==> config.mk <==
export PLATFORM = sky130hd
export DESIGN_NAME = rmth_ctrl
export DESIGN_NICKNAME = d
export VERILOG_FILES = /design/src/hw/rtl/rmth_pkg.sv /design/src/hw/rtl/rmth_ctrl.sv
export SDC_FILE = /design/constraint.sdc
export NUM_CORES = 1
export LEC_CHECK = 0
export ABC_AREA = 1
export BUFFER_PORTS_ARGS = -buffer_cell sky130_fd_sc_hd__buf_2
export CORE_MARGIN = 4
export CORE_UTILIZATION = 44
export CTS_BUF_LIST = sky130_fd_sc_hd__clkbuf_4
export DETAILED_ROUTE_END_ITERATION = 12
export PLACE_DENSITY = 0.69
export RECOVER_POWER = 50
export REMOVE_ABC_BUFFERS = 1
export SLEW_MARGIN = 20
export SYNTH_ARGS = -nofsm -noshare
export SYNTH_HDL_FRONTEND = slang
export SYNTH_SLANG_ARGS = --single-unit
==> constraint.sdc <==
create_clock -name i_clk -period 1.8 [get_ports i_clk]
set_input_delay 0.36 -clock i_clk [delete_from_list [all_inputs] [get_ports i_clk]]
set_output_delay 0.36 -clock i_clk [all_outputs]
set_load 0.03 [all_outputs]
==> src/hw/rtl/rmth_pkg.sv <==
package rmth_pkg;

    localparam int DATA_W         = 32;
    localparam int DEF_HEAP_DEPTH = 4096;

    typedef struct packed {
        logic accept;
        logic push_start;
        logic use_moved;
        logic up_step;
        logic pop_start;
        logic pop_load;
        logic down_step;
        logic emit;
        logic refused;
    } t_cmd;

    typedef struct packed {
        logic full;
        logic up_done;
        logic down_done;
        logic need_l2u;
        logic need_u2l;
    } t_stat;

endpackage

==> src/hw/rtl/rmth_ctrl.sv <==
module rmth_ctrl
    import rmth_pkg::*;
(
    input  logic  i_clk,
    input  logic  i_rst_n,
    input  logic  i_valid,
    output logic  o_stall,
    output logic  o_valid,
    input  logic  i_stall,
    output t_cmd  o_cmd,
    input  t_stat i_stat
);

    typedef enum logic [6:0] {
        S_IDLE  = 7'b0000001,
        S_PUSH  = 7'b0000010,
        S_UP    = 7'b0000100,
        S_BAL   = 7'b0001000,
        S_POPLD = 7'b0010000,
        S_DOWN  = 7'b0100000,
        S_EMIT  = 7'b1000000
    } t_state;

    t_state r_state, n_state;
    logic   r_phase, n_phase;
    logic   r_ref, n_ref;
    logic   r_valid, n_valid;
    logic   out_free;

    assign out_free = !r_valid || !i_stall;

    always_comb begin
        n_state = r_state;
        n_phase = r_phase;
        n_ref   = r_ref;
        n_valid = r_valid && i_stall;
        o_cmd   = '0;
        unique case (r_state)
            S_IDLE: begin
                if (i_valid) begin
                    o_cmd.accept = 1'b1;
                    n_phase      = 1'b0;
                    n_ref        = i_stat.full;
                    n_state      = i_stat.full ? S_EMIT : S_PUSH;
                end
            end
            S_PUSH: begin
                o_cmd.push_start = 1'b1;
                o_cmd.use_moved  = r_phase;
                n_state          = S_UP;
            end
            S_UP: begin
                o_cmd.up_step = 1'b1;
                if (i_stat.up_done) begin
                    n_state = r_phase ? S_EMIT : S_BAL;
                end
            end
            S_BAL: begin
                if (i_stat.need_l2u || i_stat.need_u2l) begin
                    o_cmd.pop_start = 1'b1;
                    n_state         = S_POPLD;
                end else begin
                    n_state = S_EMIT;
                end
            end
            S_POPLD: begin
                o_cmd.pop_load = 1'b1;
                n_state        = S_DOWN;
            end
            S_DOWN: begin
                o_cmd.down_step = 1'b1;
                if (i_stat.down_done) begin
                    n_phase = 1'b1;
                    n_state = S_PUSH;
                end
            end
            S_EMIT: begin
                if (out_free) begin
                    o_cmd.emit    = 1'b1;
                    o_cmd.refused = r_ref;
                    n_valid       = 1'b1;
                    n_state       = S_IDLE;
                end
            end
            default: begin
                n_state = S_IDLE;
            end
        endcase
    end

    always_ff @(posedge i_clk) begin
        if (!i_rst_n) begin
            r_state <= S_IDLE;
            r_phase <= 1'b0;
            r_ref   <= 1'b0;
            r_valid <= 1'b0;
        end else begin
            r_state <= n_state;
            r_phase <= n_phase;
            r_ref   <= n_ref;
            r_valid <= n_valid;
        end
    end

    assign o_stall = (r_state != S_IDLE);
    assign o_valid = r_valid;

endmodule

==> results of run 1 <==
==> worst reg2reg max path, cell delays in order (launching register included) <==
cell	delay (ns)
dfxtp_1	0.36
nor2_2	0.14
nand2_1	0.11
nor2_2	0.18
nor2_1	0.09
nand2_1	0.06
nor2_1	0.05
nand2_1	0.06
nand3_1	0.06
==> metrics by stage <==
stage	cells	util [%]	area, µm²	setup TNS, ns
6_report	138	61.1	835	0
3_5_place_dp	135	57.1	779	0
4_1_cts	138	58.7	802	0
5_1_grt	138	61.1	835	-0.0300
2_1_floorplan	101	-	666	0
3_3_place_gp	135	57.1	779	0
==> sequential cells by signal, indices dropped and copies added, names as in the netlist <==
| register | cells |
|---|---|
| r_state | 7 |
| o_valid | 1 |
| r_phase | 1 |
| r_ref | 1 |
==> metal layers <==
metal	track usage [%]	share of wire, %
met5	0	0
met4	12.2	3.8
met3	2.30	7.5
met2	26.6	47
met1	22.4	42
==> final timing paths <==
kind           endpoint  slack, ns
max            o_cmd[0]       0.07
min          r_state[0]       0.31
max reg2reg  r_state[0]       0.60
min reg2reg       r_ref       0.48
==> cell type report <==
cell class,instances,area [µm²]
Clock buffer,3,22.5
Fill cell,135,532
Inverter,20,75.1
Multi-Input combinational cell,71,413
Sequential cell,10,200
Tap cell,15,18.8
Timing Repair Buffer,19,105
==> layout by cell type, fill, tap and decap left out, types with 5 or more instances in the layout <==
master,n
clkbuf_4,5
nor2_2,8
a21oi_1,6
dfxtp_1,10
inv_2,7
nor2_4,5
nand2_1,14
nor2_1,13
buf_2,15
inv_1,13
nand3_1,11
==> cell usage after synthesis (2+ instances only) <==
library cell,count
nand2_1,15
inv_1,13
nor2_1,13
nand3_1,12
dfxtp_1,10
nor2_2,10
inv_2,7
a21oi_1,6
nand2_2,3
nor2_4,3
nand3_2,2
nor3_1,2
==> kinds of logic after synthesis <==
family	synth area share [%]
and+or+nand+nor	52.0
buffers and inverters	12.3
AOI/OAI and AO/OA	5.95
DFF	29.7
==> power groups by stage <==
| stage | registers, mW | logic (mW) | clock network [mW] |
|---|---|---|---|
| final | 0.249 | 0.224 | 0.150 |
| after floorplan | 0.253 | 0.161 | 0 |
| after global placement | 0.252 | 0.211 | 0 |
| after detailed placement | 0.253 | 0.211 | 0 |
| after CTS | 0.248 | 0.214 | 0.150 |
| after global routing | 0.251 | 0.250 | 0.159 |
==> flow_summary_export.csv, run 1 <==
group,metric,value,unit
status,outcome,"finished, final reports clean",
place,dp_slack,0.333,ns
timing,timing.final.setup_violations,0,
timing,tightest_slew,0.258,ns
power_and_ir_drop,total_chip_power,0.623,mW
clock_network,cts_setup_buffers,0,
drt,via_count,693,
clock_network,cts-hold-fix-buffers,0,
global_route,grt_antenna_before_repair,0,
timing,hold_slack_final,0.307,ns
floorplanning,core_area,1370,µm²
logic_synthesis,ys_async_sr_fraction,0,%
setup_path,worstSetupEndpointType,"primary output",
setup_path,cp.buffers_inverters,2,
logic_synthesis,synth_enable_flop_cells,0,
layout,number_of_nets_in_the_finished_design,134,
global_route,globalRoute.totalOverflow,0,
clock_network,cts_tree,"done",
timing,fmax,578,MHz
setup_path,critical_path.cell_chain,"inv_2 -> nand2_2 -> nor2_2 -> nand2_1 -> nor3_2 -> buf_4",
setup_path,cpPeakStageDelay,0.34,ns
power_and_ir_drop,cellLeakagePower,0.435,nW
flow_run,timing.max_cap.violations,0,
timing,finalMaxSlewViolations,0,
floorplanning,die_outline_area,2220,µm²
place,gpl.final_weighted_congestion,0.798,
logic_synthesis,synthTopCellsByArea,"dfxtp_1 30%, nor2_2 9.3%, nand3_1 8.9%",
clock_network,clock_h_tree_levels,1,
setup_path,critPathRequiredTime,1.44,ns
timing,timing.final.crit_period,1.73,ns
power_and_ir_drop,switching_power,0.234,mW
setup_path,cell_depth_of_the_worst_flop_to_flop_path,8,
drt,detail_route.iter0.violations,15,
drt,totalWireLength,1.56,mm
drt,average_detailed_routed_wire_length_per_instance,11.3,µm
clock_network,cts_inserted_buffers,3,
clock_network,max-clock-path-buffers,2,
setup_path,cp_num_cells,6,
floorplanning,io_pins,20,
timing,timing.slew.headroom,82.8,%
layout,insertedDiodeCount,0,
power_and_ir_drop,pwr_density_cell,747,nW/µm²
floorplanning,die_width,47.1,µm
timing,finalHoldViolations,0,
logic_synthesis,synth_warn,0,
drt,routed_via_density,5.02,
global_route,grt_max_degree,9,
global_route,global_route_wire_length_before_repair,2.67,mm
logic_synthesis,ys.flop_type,"dfxtp_1",
clock_network,cts.root.buffer_cell,"clkbuf_4",
min_path,hold-path-cell-count,2,
logic_synthesis,share_of_synthesized_area_occupied_by_flip_flops_and_latches,29.7,%
setup_path,critPathSlowestCell,"dfxtp_1",
layout,layout-area-overhead-vs-synth,24.0,%
clock_network,clkTransAtPathRegs,0.06,ns
place,port_buffer_count,19,
drt,detail-route-antenna-nets,0,
logic_synthesis,synth_seq_cells,10,
power_and_ir_drop,cell_internal_pwr,0.390,mW
power_and_ir_drop,power_frac_clock,24.0,%
drt,drc_errors,0,
clock_network,postCtsResizedCells,0,
floorplanning,initial_core_utilization,49.3,%
setup_path,cp_top_family,"simple AND/OR/NAND/NOR gates",
timing,rsz_0062_raised_after_global_routing,"yes",
logic_synthesis,synth.largest_area_cell,"dfxtp_1",
logic_synthesis,yosysUniqueCellTypes,18,
setup_path,startpoint,"r_state[1]",
logic_synthesis,syn_area_per_cell,6.60,µm²
min_path,holdCritStartpoint,"i_rst_n",
floorplanning,die_height,47.1,µm
timing,finalCritPeriodShare,96.1,%
power_and_ir_drop,comb_power_share,36.0,%
timing,setup_slack,0.0700,ns
logic_synthesis,netlist_area,673,µm²
power_and_ir_drop,netSwitchingFraction,37.5,%
setup_path,crit_path_start_kind,"flip-flop",
clock_network,clk_latency,0.26,ns
setup_path,crit_fanout,3,
global_route,first_global_vias,657,
logic_synthesis,netlist_instances,102,
clock_network,cts_sinks,10,
floorplanning,number_of_rows_created_at_floorplan,13,
place,hpwlAfterDp,1.28,mm
power_and_ir_drop,power.share.sequential,40.0,%
layout,post_route_cells_drive_above_1_share,43.1,%
logic_synthesis,synth_top_area_share,29.7,%
timing,clock-skew-final,0.00309,ns
power_and_ir_drop,max_rail_drop_vdd,0.537,mV
setup_path,critical_path_arrival,1.37,ns
min_path,type_of_the_most_critical_hold_path,"input pin to flip-flop",
drt,drt_first_pass_iters,4,
setup_path,worst-setup-path-type,"flip-flop to primary output",
setup_path,rr_startpoint,"r_state[0]",
global_route,grt_util_all_layers,17.4,%
Power figures use the tool's default switching activity.
==> run 2, diff against run 1 <==
--- a/config.mk
+++ b/config.mk
@@ -18,3 +18,4 @@
 export SYNTH_ARGS = -nofsm -noshare
 export SYNTH_HDL_FRONTEND = slang
 export SYNTH_SLANG_ARGS = --single-unit
+export TNS_END_PERCENT = 10
==> constraint.sdc (replaced) <==
create_clock -name i_clk -period 1.8 [get_ports i_clk]
set_input_delay 0 -clock i_clk [delete_from_list [all_inputs] [get_ports i_clk]]
set_output_delay 0 -clock i_clk [all_outputs]
set_load 0.05 [all_outputs]
==> run 2 against run 1 <==
Clock skew down 0.00056 ns. Setup slack better by 0.17 ns. Final cell count up 0.72%. Clock-buffer cell count unchanged. Power down 0.38%. Hold slack worse by 0.29 ns. Critical path depth unchanged. Die area unchanged. Sequential power about the same. Non-clock buffer count up 1. Highest routed layer unchanged.
==> flow_summary_export.csv, run 2 (same netlist as run 1, synthesis figures left out) <==
group,metric,value,unit
power_and_ir_drop,pwr_density_cell,784,nW/µm²
floorplanning,io_pins,20,
timing,timing.final.setup_violations,0,
global_route,first_global_vias,655,
global_route,grt_antenna_before_repair,0,
clock_network,clock_h_tree_levels,1,
layout,most-common-layout-cells,"17 x nor2_1, 17 x buf_2, 16 x nand2_1",
clock_network,cts_sinks,10,
power_and_ir_drop,netSwitchingFraction,39.1,%
setup_path,critical_path_arrival,1.56,ns
drt,totalWireLength,1.54,mm
clock_network,clk_latency,0.26,ns
setup_path,critPathRequiredTime,1.80,ns
power_and_ir_drop,total_chip_power,0.621,mW
clock_network,max-clock-path-buffers,2,
layout,registers.top_by_ff_count,"r_state",
power_and_ir_drop,cellLeakagePower,0.423,nW
layout,post_route_cells_drive_above_1_share,33.9,%
setup_path,startpoint,"r_state[0]",
floorplanning,core_area,1370,µm²
global_route,grt_util_all_layers,16.8,%
setup_path,cell_depth_of_the_worst_flop_to_flop_path,8,
floorplanning,die_height,47.1,µm
status,outcome,"finished, final reports clean",
power_and_ir_drop,switching_power,0.243,mW
setup_path,crit_path_start_kind,"flip-flop",
setup_path,worst-r2r-setup-slack,0.46,ns
layout,number_of_nets_in_the_finished_design,135,
place,gpl.final_weighted_congestion,0.847,
floorplanning,die_width,47.1,µm
clock_network,cts_inserted_buffers,3,
timing,tightest_slew,0.592,ns
min_path,type_of_the_most_critical_hold_path,"input pin to flip-flop",
layout,insertedDiodeCount,0,
setup_path,worstSetupEndpointType,"primary output",
timing,finalHoldViolations,0,
timing,finalMaxSlewViolations,0,
setup_path,rr_startpoint,"r_state[0]",
drt,drc_errors,0,
timing,finalCritPeriodShare,86.7,%
timing,fmax,641,MHz
drt,detail_route.iter0.violations,15,
drt,via_count,688,
drt,average_detailed_routed_wire_length_per_instance,11.1,µm
power_and_ir_drop,comb_power_share,36.4,%
setup_path,crit_fanout,4,
layout,final_core_util,58.0,%
power_and_ir_drop,cell_internal_pwr,0.378,mW
clock_network,postCtsResizedCells,0,
setup_path,worst-setup-path-type,"flip-flop to primary output",
place,port_buffer_count,19,
floorplanning,initial_core_utilization,49.3,%
layout,largest_reg_flops,7,
global_route,globalRoute.totalOverflow,0,
clock_network,cts_tree,"done",
drt,drt_first_pass_iters,4,
clock_network,clkTransAtPathRegs,0.06,ns
power_and_ir_drop,max_rail_drop_vdd,0.467,mV
clock_network,cts.root.buffer_cell,"clkbuf_4",
flow_run,timing.max_cap.violations,0,
power_and_ir_drop,power_frac_clock,23.7,%
layout,layout-area-overhead-vs-synth,17.7,%
global_route,global_route_wire_length_before_repair,2.62,mm
layout,postLayoutCellArea,792,µm²
drt,detail-route-antenna-nets,0,
setup_path,crit_path_end,"o_cmd[0]",
power_and_ir_drop,power.share.sequential,40.0,%
floorplanning,number_of_rows_created_at_floorplan,13,
place,hpwlAfterDp,1.34,mm
drt,routed_via_density,4.95,
floorplanning,die_outline_area,2220,µm²
setup_path,worst_r2r_endpoint,"r_state[1]",
timing,clock-skew-final,0.00253,ns
timing,rsz_0062_raised_after_global_routing,"no",
timing,timing.slew.headroom,60.7,%
timing,timing.final.crit_period,1.56,ns
global_route,grt_max_degree,9,
place,dpl-instance-area,779,µm²
-- run 2: power by group through the flow --
| stage | registers, mW | logic [mW] | clock network (mW) |
|---|---|---|---|
| after floorplan | 0.254 | 0.182 | 0 |
| after global placement | 0.253 | 0.232 | 0 |
| after detailed placement | 0.254 | 0.236 | 0 |
| after CTS | 0.249 | 0.239 | 0.152 |
| after global routing | 0.250 | 0.252 | 0.158 |
| final | 0.248 | 0.226 | 0.147 |
-- run 2: repair_timing --
item	in CTS	in global routing
hold buffers	1	0
hold endpoints to repair	1	0
buffers inserted	0	0
-- run 2: layer usage --
metal	global-route usage [%]	vias up	wire [µm]
met3	2.30	2	95
met5	0	-	0
li1	-	364	-
met4	8.29	0	21
met2	29.0	22	723
met1	20.1	300	697
-- run 2: critical path: stages, from the launching register on --
cell     delay (ns)
dfxtp_1        0.35
inv_1          0.09
nand2_1        0.08
nor2_1         0.22
nand2_1        0.14
nor3_1         0.14
buf_2          0.28
-- run 2: final cells by class --
cell class | instances | area, µm²
flip-flops and latches | 10 | 200
repair buffers | 20 | 103
multi-input cells | 71 | 373
well taps | 15 | 18.8
fillers | 149 | 574
clock buffers | 3 | 22.5
inverters | 20 | 75.1
-- run 2: worst min path at each step --
stage                        from          to  slack [ns]  cells past startpoint
after global placement    i_rst_n  r_state[0]        0.22                      2
after detailed placement  i_rst_n  r_state[0]        0.22                      2
final                     i_stall     o_valid        0.01                      3
after global routing      i_stall     o_valid        0.03                      3
after floorplan           i_rst_n  r_state[0]        0.08                      1
after CTS                 i_stall     o_valid        0.01                      3
-- run 2: stage by stage --
| step | hold slack (ns) | setup slack [ns] | TNS [ns] | std cells |
|---|---|---|---|---|
| 2_1_floorplan | 0.0841 | -0.0250 | -0.0250 | 101 |
| 3_3_place_gp | 0.216 | 0.605 | 0 | 135 |
| 3_5_place_dp | 0.220 | 0.582 | 0 | 135 |
| 4_1_cts | 0.0114 | 0.337 | 0 | 139 |
| 5_1_grt | 0.0319 | 0.132 | 0 | 139 |
| 6_report | 0.0143 | 0.239 | 0 | 139 |
